### config.mk
export PLATFORM = sky130hd
export DESIGN_NAME = word_tokenizer_nested_comments
export DESIGN_NICKNAME = d
export VERILOG_FILES = /design/src/hdl/wtnc_pkg.sv /design/src/hdl/wtnc_front.sv /design/src/hdl/wtnc_fifo.sv /design/src/hdl/wtnc_back.sv /design/src/hdl/word_tokenizer_nested_comments.sv
export SDC_FILE = /design/constraint.sdc
export NUM_CORES = 1
export LEC_CHECK = 0
export BUFFER_PORTS_ARGS = -buffer_cell sky130_fd_sc_hd__buf_2
export CAP_MARGIN = 20
export CORE_UTILIZATION = 50
export CTS_CLUSTER_SIZE = 20
export DETAILED_ROUTE_END_ITERATION = 10
export GPL_ROUTABILITY_DRIVEN = 0
export PLACE_DENSITY = 0.65
export SETUP_SLACK_MARGIN = 0.02
export SLEW_MARGIN = 30
export SYNTH_ARGS = -nofsm -noshare
export SYNTH_HDL_FRONTEND = slang
export SYNTH_SLANG_ARGS = --single-unit
### constraint.sdc
create_clock -name clk -period 11.9 [get_ports clk]
set_input_delay 1.19 -clock clk [delete_from_list [all_inputs] [get_ports clk]]
set_output_delay 1.19 -clock clk [all_outputs]
set_load 0.1 [all_outputs]
### src/hdl/wtnc_pkg.sv
// wtnc_pkg: types, event and error codes, character constants and the
// queue entry shared by the tokenizer front, queue, back and top level.
// No dependencies.
`timescale 1ns / 1ps

package wtnc_pkg;

  typedef enum logic [2:0] {
    KIND_CHAR = 3'd0,
    KIND_WEND = 3'd1,
    KIND_IEND = 3'd2,
    KIND_END  = 3'd3,
    KIND_ERR  = 3'd4
  } kind_t;

  typedef enum logic [2:0] {
    ERR_NONE        = 3'd0,
    ERR_END_ESCAPE  = 3'd1,
    ERR_END_COMMENT = 3'd2,
    ERR_STRAY_CLOSE = 3'd3,
    ERR_TOO_DEEP    = 3'd4
  } err_t;

  localparam logic [7:0] CH_LBRACE = 8'h7B;
  localparam logic [7:0] CH_RBRACE = 8'h7D;
  localparam logic [7:0] CH_BSLASH = 8'h5C;
  localparam logic [7:0] CH_SEMI   = 8'h3B;
  localparam logic [7:0] CH_LF     = 8'h0A;
  localparam logic [7:0] CH_SPACE  = 8'h20;
  localparam logic [7:0] CH_TAB    = 8'h09;
  localparam logic [7:0] CH_VT     = 8'h0B;
  localparam logic [7:0] CH_FF     = 8'h0C;
  localparam logic [7:0] CH_CR     = 8'h0D;

  localparam logic [31:0] POS_MAX = 32'hFFFF_FFFF;

  // Queue between front and back
  localparam int QDEPTH = 4;
  localparam int QAW    = 2;

  // One classified input item: an optional word end, then the main event
  typedef struct packed {
    logic        has_wend;
    kind_t       main_kind;
    logic [7:0]  ch;
    logic        esc;
    logic [31:0] line;
    logic [31:0] col;
    err_t        code;
  } entry_t;

  function automatic logic is_blank(input logic [7:0] c);
    return (c == CH_SPACE) || (c == CH_TAB) || (c == CH_LF) ||
           (c == CH_VT) || (c == CH_FF) || (c == CH_CR);
  endfunction

endpackage

### src/hdl/wtnc_front.sv
// wtnc_front: accepts characters, tracks comment depth, escape, word and
// position state, and pushes one classified entry per result-bearing item.
// Depends on wtnc_pkg.
`timescale 1ns / 1ps

module wtnc_front import wtnc_pkg::*; #(
  parameter int MAX_COMMENT_DEPTH = 15
) (
  input  logic       clk,
  input  logic       rst,
  input  logic       in_valid,
  output logic       in_ready,
  input  logic [7:0] in_char,
  input  logic       is_end,
  input  logic       q_full,
  output logic       push,
  output entry_t     push_entry
);

  localparam int DW = $clog2(MAX_COMMENT_DEPTH + 1);
  localparam logic [DW-1:0] DEPTH_MAX = DW'(MAX_COMMENT_DEPTH);

  logic [DW-1:0] comment_depth, comment_depth_next;
  logic          escape_pending, escape_pending_next;
  logic          inside_word, inside_word_next;
  logic [31:0]   line_count, line_count_next;
  logic [31:0]   column_count, column_count_next;
  logic          prev_was_newline, prev_was_newline_next;
  logic          error_latched, error_latched_next;
  logic          produce;
  logic          accept;

  assign in_ready = !q_full;
  assign accept   = in_valid && in_ready;
  assign push     = accept && produce;

  always_comb begin
    comment_depth_next    = comment_depth;
    escape_pending_next   = escape_pending;
    inside_word_next      = inside_word;
    line_count_next       = line_count;
    column_count_next     = column_count;
    prev_was_newline_next = prev_was_newline;
    error_latched_next    = error_latched;
    produce               = 1'b0;
    push_entry.has_wend   = 1'b0;
    push_entry.main_kind  = KIND_CHAR;
    push_entry.ch         = 8'd0;
    push_entry.esc        = 1'b0;
    push_entry.line       = line_count;
    push_entry.col        = column_count;
    push_entry.code       = ERR_NONE;

    if (!error_latched) begin
      if (is_end) begin
        if (escape_pending) begin
          produce              = 1'b1;
          push_entry.main_kind = KIND_ERR;
          push_entry.code      = ERR_END_ESCAPE;
          error_latched_next   = 1'b1;
        end else if (comment_depth != '0) begin
          produce              = 1'b1;
          push_entry.main_kind = KIND_ERR;
          push_entry.code      = ERR_END_COMMENT;
          error_latched_next   = 1'b1;
        end else begin
          produce              = 1'b1;
          push_entry.has_wend  = inside_word;
          push_entry.main_kind = KIND_END;
          inside_word_next     = 1'b0;
        end
      end else begin
        // Advance position, saturating
        if (prev_was_newline) begin
          if (line_count != POS_MAX) begin
            line_count_next = line_count + 32'd1;
          end
          column_count_next = 32'd1;
        end else if (column_count != POS_MAX) begin
          column_count_next = column_count + 32'd1;
        end
        prev_was_newline_next = (in_char == CH_LF);
        push_entry.line       = line_count_next;
        push_entry.col        = column_count_next;

        if (escape_pending) begin
          escape_pending_next = 1'b0;
          if (comment_depth == '0) begin
            produce              = 1'b1;
            push_entry.main_kind = KIND_CHAR;
            push_entry.ch        = in_char;
            push_entry.esc       = 1'b1;
            inside_word_next     = 1'b1;
          end
        end else if (in_char == CH_BSLASH) begin
          escape_pending_next = 1'b1;
        end else if (in_char == CH_LBRACE) begin
          if (comment_depth >= DEPTH_MAX) begin
            produce              = 1'b1;
            push_entry.main_kind = KIND_ERR;
            push_entry.code      = ERR_TOO_DEEP;
            error_latched_next   = 1'b1;
          end else begin
            comment_depth_next = comment_depth + DW'(1);
          end
        end else if (in_char == CH_RBRACE) begin
          if (comment_depth == '0) begin
            produce              = 1'b1;
            push_entry.main_kind = KIND_ERR;
            push_entry.code      = ERR_STRAY_CLOSE;
            error_latched_next   = 1'b1;
          end else begin
            comment_depth_next = comment_depth - DW'(1);
          end
        end else if (comment_depth != '0) begin
          // drop comment text
        end else if (in_char == CH_SEMI) begin
          produce              = 1'b1;
          push_entry.has_wend  = inside_word;
          push_entry.main_kind = KIND_IEND;
          inside_word_next     = 1'b0;
        end else if (is_blank(in_char)) begin
          produce              = inside_word;
          push_entry.main_kind = KIND_WEND;
          inside_word_next     = 1'b0;
        end else begin
          produce              = 1'b1;
          push_entry.main_kind = KIND_CHAR;
          push_entry.ch        = in_char;
          inside_word_next     = 1'b1;
        end
      end
    end
  end

  always_ff @(posedge clk) begin
    if (rst) begin
      comment_depth    <= '0;
      escape_pending   <= 1'b0;
      inside_word      <= 1'b0;
      line_count       <= 32'd1;
      column_count     <= 32'd0;
      prev_was_newline <= 1'b0;
      error_latched    <= 1'b0;
    end else if (accept) begin
      comment_depth    <= comment_depth_next;
      escape_pending   <= escape_pending_next;
      inside_word      <= inside_word_next;
      line_count       <= line_count_next;
      column_count     <= column_count_next;
      prev_was_newline <= prev_was_newline_next;
      error_latched    <= error_latched_next;
    end
  end

endmodule

### src/hdl/wtnc_fifo.sv
// wtnc_fifo: short queue of classified entries between front and back.
// Depends on wtnc_pkg.
`timescale 1ns / 1ps

module wtnc_fifo import wtnc_pkg::*; (
  input  logic   clk,
  input  logic   rst,
  input  logic   push,
  input  entry_t push_entry,
  input  logic   pop,
  output logic   full,
  output logic   head_valid,
  output entry_t head
);

  entry_t         mem [QDEPTH];
  logic [QAW-1:0] wr_ptr;
  logic [QAW-1:0] rd_ptr;
  logic [QAW:0]   count;

  assign full       = (count == (QAW + 1)'(QDEPTH));
  assign head_valid = (count != '0);
  assign head       = mem[rd_ptr];

  always_ff @(posedge clk) begin
    if (push) begin
      mem[wr_ptr] <= push_entry;
    end
  end

  always_ff @(posedge clk) begin
    if (rst) begin
      wr_ptr <= '0;
      rd_ptr <= '0;
      count  <= '0;
    end else begin
      if (push) begin
        wr_ptr <= wr_ptr + QAW'(1);
      end
      if (pop) begin
        rd_ptr <= rd_ptr + QAW'(1);
      end
      case ({push, pop})
        2'b10:   count <= count + (QAW + 1)'(1);
        2'b01:   count <= count - (QAW + 1)'(1);
        default: count <= count;
      endcase
    end
  end

endmodule

### src/hdl/wtnc_back.sv
// wtnc_back: expands each queued entry into one or two result items and
// holds them in the output register until taken. Depends on wtnc_pkg.
`timescale 1ns / 1ps

module wtnc_back import wtnc_pkg::*; (
  input  logic        clk,
  input  logic        rst,
  input  logic        head_valid,
  input  entry_t      head,
  output logic        pop,
  output logic        out_valid,
  input  logic        out_ready,
  output kind_t       out_kind,
  output logic [7:0]  out_char,
  output logic        out_esc,
  output logic [31:0] out_line,
  output logic [31:0] out_col,
  output err_t        out_code,
  output logic        out_last
);

  logic load;
  logic wend_step;
  logic phase;

  assign load      = head_valid && (!out_valid || out_ready);
  assign wend_step = head.has_wend && !phase;
  assign pop       = load && !wend_step;

  always_ff @(posedge clk) begin
    if (rst) begin
      out_valid <= 1'b0;
      phase     <= 1'b0;
    end else begin
      if (load) begin
        out_valid <= 1'b1;
        phase     <= wend_step;
      end else if (out_ready) begin
        out_valid <= 1'b0;
      end
    end
  end

  always_ff @(posedge clk) begin
    if (load) begin
      out_line <= head.line;
      out_col  <= head.col;
      if (wend_step) begin
        out_kind <= KIND_WEND;
        out_char <= 8'd0;
        out_esc  <= 1'b0;
        out_code <= ERR_NONE;
        out_last <= 1'b0;
      end else begin
        out_kind <= head.main_kind;
        out_char <= head.ch;
        out_esc  <= head.esc;
        out_code <= head.code;
        out_last <= 1'b1;
      end
    end
  end

endmodule

### src/hdl/word_tokenizer_nested_comments.sv
// word_tokenizer_nested_comments: top level of the word tokenizer with
// nestable brace comments. Instantiates wtnc_front, wtnc_fifo and wtnc_back;
// depends on wtnc_pkg.
//
// Usage:
//   The s_axis channel carries one item per character: tdata holds the byte,
//   tuser[0] marks end of input instead of a character. The m_axis channel
//   carries events: word character, word end, instruction end, input end and
//   error, each with the line and column of the causing character.
//   An item produces zero, one or two events; tlast marks the final event
//   of an item.
// Throughput: one input item per cycle while the queue has room; the back
//   end issues one event per cycle while m_axis_tready is high, so items
//   with two events (word end then instruction/input end) are absorbed by
//   the four-entry queue.
// Path: the front writes the queue at the accepting edge, then the back
//   loads the output register, which drives m_axis_tvalid; a second event
//   of the same item is loaded from the same queue entry once the first
//   is taken.
// Reset: rst clears depth, escape, word and error state, sets line to 1 and
//   column to 0, and empties the queue and output register.
// Stalls: when m_axis_tready is low the output register holds; the queue
//   fills and s_axis_tready drops only when all four entries are taken.
// After an error event the block keeps accepting items but emits nothing
//   until reset.
`timescale 1ns / 1ps

module word_tokenizer_nested_comments import wtnc_pkg::*; #(
  parameter int MAX_COMMENT_DEPTH = 15
) (
  input  logic        clk,
  input  logic        rst,
  input  logic        s_axis_tvalid,
  output logic        s_axis_tready,
  input  logic [7:0]  s_axis_tdata,   // [7:0] in_char
  input  logic [0:0]  s_axis_tuser,   // [0] is_end
  output logic        m_axis_tvalid,
  input  logic        m_axis_tready,
  // [7:0] out_char, [8] was_escaped, [40:9] line_no, [72:41] column_no,
  // [75:73] error_code, [79:76] zero
  output logic [79:0] m_axis_tdata,
  output logic [2:0]  m_axis_tuser,   // [2:0] kind
  output logic        m_axis_tlast
);

  logic   q_full;
  logic   q_push;
  entry_t q_push_entry;
  logic   q_pop;
  logic   q_head_valid;
  entry_t q_head;

  kind_t       out_kind;
  logic [7:0]  out_char;
  logic        out_esc;
  logic [31:0] out_line;
  logic [31:0] out_col;
  err_t        out_code;

  // Classify characters and update tokenizer state
  wtnc_front #(
    .MAX_COMMENT_DEPTH(MAX_COMMENT_DEPTH)
  ) u_front (
    .clk        (clk),
    .rst        (rst),
    .in_valid   (s_axis_tvalid),
    .in_ready   (s_axis_tready),
    .in_char    (s_axis_tdata),
    .is_end     (s_axis_tuser[0]),
    .q_full     (q_full),
    .push       (q_push),
    .push_entry (q_push_entry)
  );

  // Decouple front from output backpressure
  wtnc_fifo u_fifo (
    .clk        (clk),
    .rst        (rst),
    .push       (q_push),
    .push_entry (q_push_entry),
    .pop        (q_pop),
    .full       (q_full),
    .head_valid (q_head_valid),
    .head       (q_head)
  );

  // Expand entries into events
  wtnc_back u_back (
    .clk        (clk),
    .rst        (rst),
    .head_valid (q_head_valid),
    .head       (q_head),
    .pop        (q_pop),
    .out_valid  (m_axis_tvalid),
    .out_ready  (m_axis_tready),
    .out_kind   (out_kind),
    .out_char   (out_char),
    .out_esc    (out_esc),
    .out_line   (out_line),
    .out_col    (out_col),
    .out_code   (out_code),
    .out_last   (m_axis_tlast)
  );

  assign m_axis_tuser = out_kind;
  assign m_axis_tdata = {4'd0, out_code, out_col, out_line, out_esc, out_char};

  // Never write into a full queue
  a_no_push_full: assert property (@(posedge clk) disable iff (rst)
    q_push |-> !q_full)
    else $error("push into full queue");

  // Only a word end may precede another event of the same item
  a_nonlast_is_wend: assert property (@(posedge clk) disable iff (rst)
    (m_axis_tvalid && !m_axis_tlast) |-> (out_kind == KIND_WEND))
    else $error("non-final event is not a word end");

  // Error code is set exactly on error events
  a_code_matches_kind: assert property (@(posedge clk) disable iff (rst)
    m_axis_tvalid |-> ((out_kind == KIND_ERR) == (out_code != ERR_NONE)))
    else $error("error code and kind disagree");

  // An error event is always the last event of its item
  a_err_is_last: assert property (@(posedge clk) disable iff (rst)
    (m_axis_tvalid && (out_kind == KIND_ERR)) |-> m_axis_tlast)
    else $error("error event not marked last");

endmodule

Yosys cells after proc, flatten, opt, wreduce, memory -nomap -nowiden. Memory sizes are Yosys's and may differ from the RTL's. A register that Yosys moved wholly into a read port is not among the register bits. Cells that the tools add are included. W data, S select, Z words.

Bits in registers: 161. Memories kept: 1. RAM bits: 320. Output and inout bits: 86.

$add $sub $neg: 8. Reduce and logical (&&, ||, !) cells: 24. Magnitude comparators: 1. Multiplexer cells: 82. Equality and inequality tests: 24. Bitwise gates (word level): 4.

Memories: u_fifo.mem (depth 4, width 80, rd ports 1, clocked after Yosys merged registers in 1, write ports 1, line wtnc_fifo.sv:16) `entry_t mem [QDEPTH];`.

Operator list (count): $mux W32 (4); $mux W80 (1); $mux W73 (1); $add A32 B1 Y32 const B (2); $ne A32 B32 Y1 const B (2); $mux W1 (45); $eq A8 B4 Y1 const B (5); $mux W3 (13); $mux W8 (4); $eq A8 B7 Y1 const B (3); $mux W12 (2); $mux W4 (5); $eq A8 B6 Y1 const B (2); $mux W11 (1); $ne A2 B2 Y1 const B (5); $mux W9 (1); $ne A3 B2 Y1 const B (3); $reduce_and A9 Y1 (1); $mux W2 (4); $reduce_and A8 Y1 (1); $logic_or A1 B1 Y1 (6); $pmux W3 S2 (1); $reduce_bool A2 Y1 (3); $logic_and A1 B1 Y1 (5); other kinds (16) (23).

Longest topological paths before layout. Gate-level depths: netlist of run 1.

Word-level depth: 18. Depth in mapped cells: 11. Depth with buffers taken out: 11.

Hierarchy. A second synthesis of run 1 with hierarchy kept.

Cell total of the unflattened synthesis: 1348. Area, all modules: 20221.9 µm².

By module, submodules not included: wtnc_fifo (area an instance 12052.8 µm², instances 1, cells an instance 461); wtnc_front (area an instance 5514.0 µm², instances 1, cells an instance 774); wtnc_back (area an instance 2613.8 µm², instances 1, cells an instance 107); word_tokenizer_nested_comments (area an instance 41.3 µm², instances 1, cells an instance 6).

Worst setup path after synthesis of run 1. No wires, ideal clock.

Path kind: input to register. From: in s_axis_tdata[2]. To: mem u_fifo.mem[0][0] (netlist bit) (enable). Library setup time: 447 ps. Arrival: 4193 ps. Setup slack: 7260 ps. Cell stages on the path: 6. Cells stage by stage: nand2b_1 -> nor2_1 -> nand4_1 -> and3_1 -> a211oi_2 -> and2_1.

Longest elaborated chain between the ends: 18.

RTL lines: from (decl) (line word_tokenizer_nested_comments.sv:35) `input logic [7:0] s_axis_tdata,`; $eq A8 B6 Y1 / $eq A8 B4 Y1 (equally long branches) (line wtnc_pkg.sv:53) `return (c == CH_SPACE) || (c == CH_TAB) || (c == CH_LF) ||`; $logic_or A1 B1 Y1 (3 in series) (line wtnc_pkg.sv:53); $logic_or A1 B1 Y1 (2 in series) (line wtnc_pkg.sv:54) `(c == CH_VT) || (c == CH_FF) || (c == CH_CR);`; $mux W1 (line wtnc_front.sv:122) `end else if (is_blank(in_char)) begin`; $mux W1 (line wtnc_front.sv:117) `end else if (in_char == CH_SEMI) begin`; $mux W1 (line wtnc_front.sv:115) `end else if (comment_depth != '0) begin`; $mux W1 (line wtnc_front.sv:106) `end else if (in_char == CH_RBRACE) begin`; $mux W1 (line wtnc_front.sv:97) `end else if (in_char == CH_LBRACE) begin`; $mux W1 * (line wtnc_front.sv:95) `end else if (in_char == CH_BSLASH) begin`; $mux W1 * (line wtnc_front.sv:86) `if (escape_pending) begin`; $mux W1 * (line wtnc_front.sv:55) `if (is_end) begin`; $mux W1 * (line wtnc_front.sv:54) `if (!error_latched) begin`; $logic_and A1 B1 Y1 * (line wtnc_front.sv:35) `assign push = accept && produce;`; $mux W1 * (line wtnc_fifo.sv:26) `if (push) begin`; $mux W1 (implied by the code) * (line wtnc_fifo.sv:27) `mem[wr_ptr] <= push_entry;`; to (decl) (line wtnc_fifo.sv:16).

Mark *: on every way between the ends. The rest lies on a longest branch, timed or not.

Worst setup path after layout of run 1.
From: in s_axis_tdata[2]. To: mem u_fifo.mem[1][34] (netlist bit) (enable).

The elaborated chain is that of the path after synthesis.

==> results.cfg, run 1 <==
[run_status]
status = finished clean

[floorplan]
die_h_um = 202.2
core_um2 = 39100
die-area_um2 = 40870
io_pins = 99
die_w_um = 202.2
start_util = 0.5124
placementRows = 72

[cts]
cts_buffers = 49
cts_setup_buffers = 0
cts.htree.levels = 2
ctsHoldBuffers = 0
cts_tree = built
clkSlewWorstSetupHoldPaths_ps = 60
cts_sinks = 483
cts_max_path_buffers = 3
clock-root-buffer = clkbuf_16
cts_resized = 0
clk_latency_ps = 590

[worst_setup_path]
cp_top_family = simple AND/OR/NAND/NOR gates
crit_required_ps = 12090
cpMaxStageDelayCell = buf_4
cp_cell_sequence = buf_2 -> nand2b_1 -> nor2_1 -> nand4_1 -> and3_1 -> a211oi_2 -> and2_4 -> buf_4
cp-start-kind = input pin
critPathMaxFanout = 57
criticalPathCategory = in2reg
crit_arrival_ps = 4150
crit_path_max_incr_delay_ps = 810
end_kind = register
critPathBufInv = 2

[global_route]
grt_pass1_vias = 11610
gr-usage-met3 = 0.03273
grt_pass1_wl_um = 65780
grt_overflow = 0
grt_util_met1 = 0.2887
grt_max_degree = 81
busiest_layer = met2
antenna_found_initial = 0
track_usage = 0.2077
grt_util_met2 = 0.3378

[power]
power.density_nw_per_um2 = 255.1
leakagePower_nw = 7.146
ir_worst_vdd_mv = 0.2679

[yosys]
seq_area_frac_synth = 0.6825
synth_edf_count = 400
synth_top_family_by_area = simple AND/OR/NAND/NOR gates
avgSynthCellArea_um2 = 14.94
ys.flop_type = edfxtp_1
synth_async_sr_flop_share = 0
yosysWarnings = 0
ys_ff_latch = 483
muxShareOfSynthArea = 0.09349
synth_xor_area_frac = 0.02885
syn_area_um2 = 20030
synth_cell_types = 70
synth_fa_ha_area_frac = 0.007619
synth_compound_area_frac = 0.05752
syn_inst = 1341
synthSimpleGateAreaFrac = 0.1079

[placement]
hpwl_um = 25010
port-buffer-count = 94

[route]
wl_per_cell_um = 20.98
firstDrtPassIters = 7
wl_um = 41590
via_per_inst = 5.917
ant_nets = 0
drtIter0Drc = 847
drc = 0
vias = 11730

[layout]
drive_above_1_share = 0.1969
final_cell_mix = 400 x edfxtp_1, 98 x nor2_1, 94 x buf_2, 81 x nand2_1, 81 x dfxtp_1
area_growth_pct = 12.62
n_fill_cell = 3067
layout.cells.most_common = edfxtp_1
num-nets-final = 1446

[hold_path]
hp-class = reg2reg

[timing]
hold_viol = 0
rsz0062_at_grt = no
final_max_slew_viol_count = 0
finalSetupViolations = 0
fin_crit_sh = 0.3328
final.setup.tns_ps = 0
max_slew_margin = 0.3357
max_freq_ghz = 0.2525
hold_slack_ps = 467.8
finalClockSkew_ps = 27.19
worst_slew_pin_slew_ps = 989.7
min_period_ps = 3961

[job]
max-cap-violations = 0
## cell type report
cell class | instances | area (um2) | share of cell area
inverter | 14 | 53.80 | 0.002385
multi-input combinational | 762 | 5957 | 0.2640
clock buffer | 71 | 1401 | 0.06211
timing repair buffer | 112 | 616.8 | 0.02734
tap | 518 | 648.1 | 0.02873
clock inverter | 21 | 201.4 | 0.008929
antenna | 1 | 2.502 | 0.0001109
sequential | 483 | 13680 | 0.6064
## flip-flops by register name (all words and copies together) (netlist names), named ones only
signal,flops
u_front.prev_was_newline,1
u_back.out_line,32
u_back.out_code,3
u_back.phase,1
u_front.inside_word,1
u_back.out_last,1
u_fifo.rd_ptr,2
u_front.column_count,32
u_front.escape_pending,1
u_back.out_kind,3
u_fifo.mem,320
u_back.out_valid,1
u_fifo.count,3
u_fifo.wr_ptr,2
u_back.out_char,8
u_back.out_col,32
u_front.comment_depth,4
u_front.line_count,32
u_back.out_esc,1
u_front.error_latched,1
## per-stage QoR
stage / total power, W / cells / setup slack, ps / cell area [um2] / util
2_1_floorplan: 0.003946 / 1344 / 7260 / 20050 / -
3_3_place_gp: 0.004281 / 1888 / 7475 / 20920 / 0.5352
3_5_place_dp: 0.004290 / 1888 / 7384 / 20930 / 0.5354
4_1_cts: 0.005830 / 1980 / 7973 / 22540 / 0.5764
5_1_grt: 0.005956 / 1981 / 7709 / 22560 / 0.5770
6_report: 0.005755 / 1982 / 7939 / 22560 / 0.5771
## worst reg2reg max path: stages (launching register included)
cell and delay (ps):
dfxtp_1 370, nor4_1 840, o221ai_1 320, a211oi_2 630
and2_4 530, buf_4 820
## synth_stat cells, drive strengths merged (16+ instances only)
master	count	area, um2
a21oi	52	260.3
a31oi	18	112.6
and2	16	100.1
and3	16	100.1
buf	32	185.2
clkbuf	53	201.4
dfxtp	83	1662
edfxtp	400	12010
mux4	80	1802
nand2	81	304.0
nand3	51	265.3
nand4	28	181.4
nor2	98	367.9
nor2b	19	118.9
nor3	28	140.1
o21ai	44	220.2
xnor2	31	271.5
xor2	35	306.5
## power by group
group | switching, W | total [W] | internal (W)
clock network | 0.000622 | 0.00152 | 0.000903
logic | 0.00155 | 0.00192 | 0.000376
registers | 0.0000799 | 0.00231 | 0.00223
## per-layer routing
| layer | share of wire | vias up |
|---|---|---|
| met5 | 0 | - |
| met4 | 0.022 | 0 |
| met3 | 0.047 | 63 |
| met2 | 0.48 | 325 |
| met1 | 0.45 | 5963 |
| li1 | - | 5376 |
## kinds of logic (layout without fill, tap and decap cells)
family                     after synthesis  count (layout)
and+or+nand+nor                        413             413
xor gates and xnor gates                66              66
DFF                                    483             483
muxes                                   87              87
adders and majority gates               11              11
buffers and inverters                   99             218
AOI/OAI and AO/OA                      181             181
other                                    1               5
## worst paths after layout
path	startpoint	endpoint	slack, ps	depth (start not counted)
setup / recovery	s_axis_tdata[2]	u_fifo.mem[1][34]$_DFFE_PP_	7940	8
hold / removal	u_back.out_valid$_SDFFE_PP0P_	u_back.out_valid$_SDFFE_PP0P_	470	2
setup reg to reg	u_front.comment_depth[0]$_SDFFE_PP0P_	u_fifo.mem[1][34]$_DFFE_PP_	7970	5
hold reg to reg	u_back.out_valid$_SDFFE_PP0P_	u_back.out_valid$_SDFFE_PP0P_	470	2
No activity file was read; power rests on OpenSTA's default activity.
==> inputs of run 2 (changes only) <==
--- a/config.mk
+++ b/config.mk
@@ -11,7 +11,7 @@
 export CTS_CLUSTER_SIZE = 20
 export DETAILED_ROUTE_END_ITERATION = 10
 export GPL_ROUTABILITY_DRIVEN = 0
-export PLACE_DENSITY = 0.65
+export PLACE_DENSITY = 0.68
 export SETUP_SLACK_MARGIN = 0.02
 export SLEW_MARGIN = 30
 export SYNTH_ARGS = -nofsm -noshare
==> constraint.sdc (replaced) <==
create_clock -name clk -period 3.5 [get_ports clk]
set_input_delay 0.35 -clock clk [delete_from_list [all_inputs] [get_ports clk]]
set_output_delay 0.35 -clock clk [all_outputs]
set_load 0.1 [all_outputs]
==> run 2 against run 1 <==
Effect of this change: die area unchanged; sequential share of layout area decreased by 0.42 points; critical path depth up 2; combinational power grew to 3.4 times the previous value; sequential power increased to 3.4 times the previous value; register-to-register slack lost 7500 ps; count of clock-buffer cells in the layout down 6; largest cell class unchanged.
==> results.cfg, run 2 (synthesis results as in run 1) <==
[worst_setup_path]
cp-start-kind = register
cp_top_family = simple AND/OR/NAND/NOR gates
crit_path_max_incr_delay_ps = 480
end_kind = register
critPathBufInv = 1
cpMaxStageDelayCell = a211oi_2
crit_required_ps = 4020
criticalPathCategory = reg2reg
crit_arrival_ps = 3570
cp_cell_sequence = and4_1 -> nand4_1 -> and3_1 -> a211oi_2 -> inv_1 -> ha_1 -> fa_1 -> xnor2_1 -> or3_1 -> a21oi_1
critPathMaxFanout = 7

[route]
via_per_inst = 5.862
drc = 0
drtIter0Drc = 1006
wl_um = 40310
wl_per_cell_um = 20.22
vias = 11680
ant_nets = 0
firstDrtPassIters = 5

[layout]
final_cell_mix = 400 x edfxtp_1, 98 x nor2_1, 94 x buf_2, 81 x nand2_1, 81 x dfxtp_1
regMostFlops = u_fifo.mem
area_growth_pct = 13.40
fin_cells = 1993
layout.cells.most_common = edfxtp_1
largest_reg_flops = 320
num-nets-final = 1459
drive_above_1_share = 0.2117
final_area_um2 = 22720
postLayoutCoreUtil = 0.5811

[floorplan]
io_pins = 99
die_w_um = 202.2
die_h_um = 202.2
core_um2 = 39100
die-area_um2 = 40870
placementRows = 72
start_util = 0.5124

[timing]
hold_viol = 0
max_freq_ghz = 0.3277
max_slew_margin = 0.4273
min_period_ps = 3052
rsz0062_at_grt = no
worst_slew_pin_slew_ps = 853.2
final_max_slew_viol_count = 0
finalSetupViolations = 0
fin_crit_sh = 0.8720
finalClockSkew_ps = 20.17
final.setup.tns_ps = 0

[global_route]
grt_overflow = 0
track_usage = 0.2025
antenna_found_initial = 1
grt_max_degree = 80
grt_pass1_wl_um = 64390
grt_pass1_vias = 11410

[power]
leakagePower_nw = 7.232
power.density_nw_per_um2 = 858.8
p_total_w = 0.01951
ir_worst_vdd_mv = 0.8107

[cts]
cts_tree = built
cts_max_path_buffers = 3
cts.htree.levels = 2
clock-root-buffer = clkbuf_16
clkSlewWorstSetupHoldPaths_ps = 60
cts_setup_buffers = 0
cts_resized = 0
cts_buffers = 48
cts_sinks = 483
clk_latency_ps = 590
ctsHoldBuffers = 0

[placement]
port-buffer-count = 94
place_inst = 1903
hpwl_um = 24930
dpl_cell_area_um2 = 21130

[run_status]
status = finished clean

[hold_path]
hp-class = in2reg

[job]
max-cap-violations = 0
==> run 2: path summary, 6_finish.rpt <==
kind	to	start	slack (ps)	cells after the start
hold reg to reg	u_back.out_valid$_SDFFE_PP0P_	u_back.out_valid$_SDFFE_PP0P_	470	2
hold / removal	u_back.out_valid$_SDFFE_PP0P_	m_axis_tready	50	4
setup / recovery	u_fifo.count[2]$_SDFFE_PP0P_	u_front.comment_depth[0]$_SDFFE_PP0P_	450	10
setup reg to reg	u_fifo.count[2]$_SDFFE_PP0P_	u_front.comment_depth[0]$_SDFFE_PP0P_	450	10
==> run 2: where the power goes <==
| part | switching, W | leakage (nW) | total [W] | internal [W] |
|---|---|---|---|---|
| clock network | 0.00217 | 0.774 | 0.00510 | 0.00293 |
| registers | 0.000272 | 4.21 | 0.00784 | 0.00756 |
| logic | 0.00525 | 2.25 | 0.00658 | 0.00133 |
| total | 0.00769 | 7.23 | 0.0195 | 0.0118 |
==> run 2: stage by stage <==
stage	setup slack (ps)	hold WS (ps)
floorplan	-116.0	446.6
global placement	303.7	455.7
detailed placement	222.4	463.8
CTS	453.0	29.56
global route	210.9	50.98
finish	448.0	51.55
==> run 2: area by class of cell <==
class	count	area (um2)
Clock inverter	24	209.0
Timing Repair Buffer	126	798.3
Clock buffer	65	1376
Tap cell	518	648.1
Sequential cell	483	13680
Multi-Input combinational cell	762	5951
Inverter	14	53.80
Antenna cell	1	2.502
Fill cell	3072	16380
==> run 2: routing by layer <==
metal  share of wire  global-route usage  routed length (um)  vias up
li1                -                   -                   -     5393
met1            0.44              0.2791               17680     5894
met2            0.49              0.3289               19640      330
met3           0.051             0.03209                2054       65
met4           0.023             0.07089                 932        0
met5               0                   0                   0        -
==> run 2: worst reg2reg max path: stages (launching register included) <==
cell and delay (ps):
dfxtp_1 450, and4_1 250, nand4_1 180, and3_1 230
a211oi_2 480, inv_1 100, ha_1 260, fa_1 440
xnor2_1 140, or3_1 300, a21oi_1 150
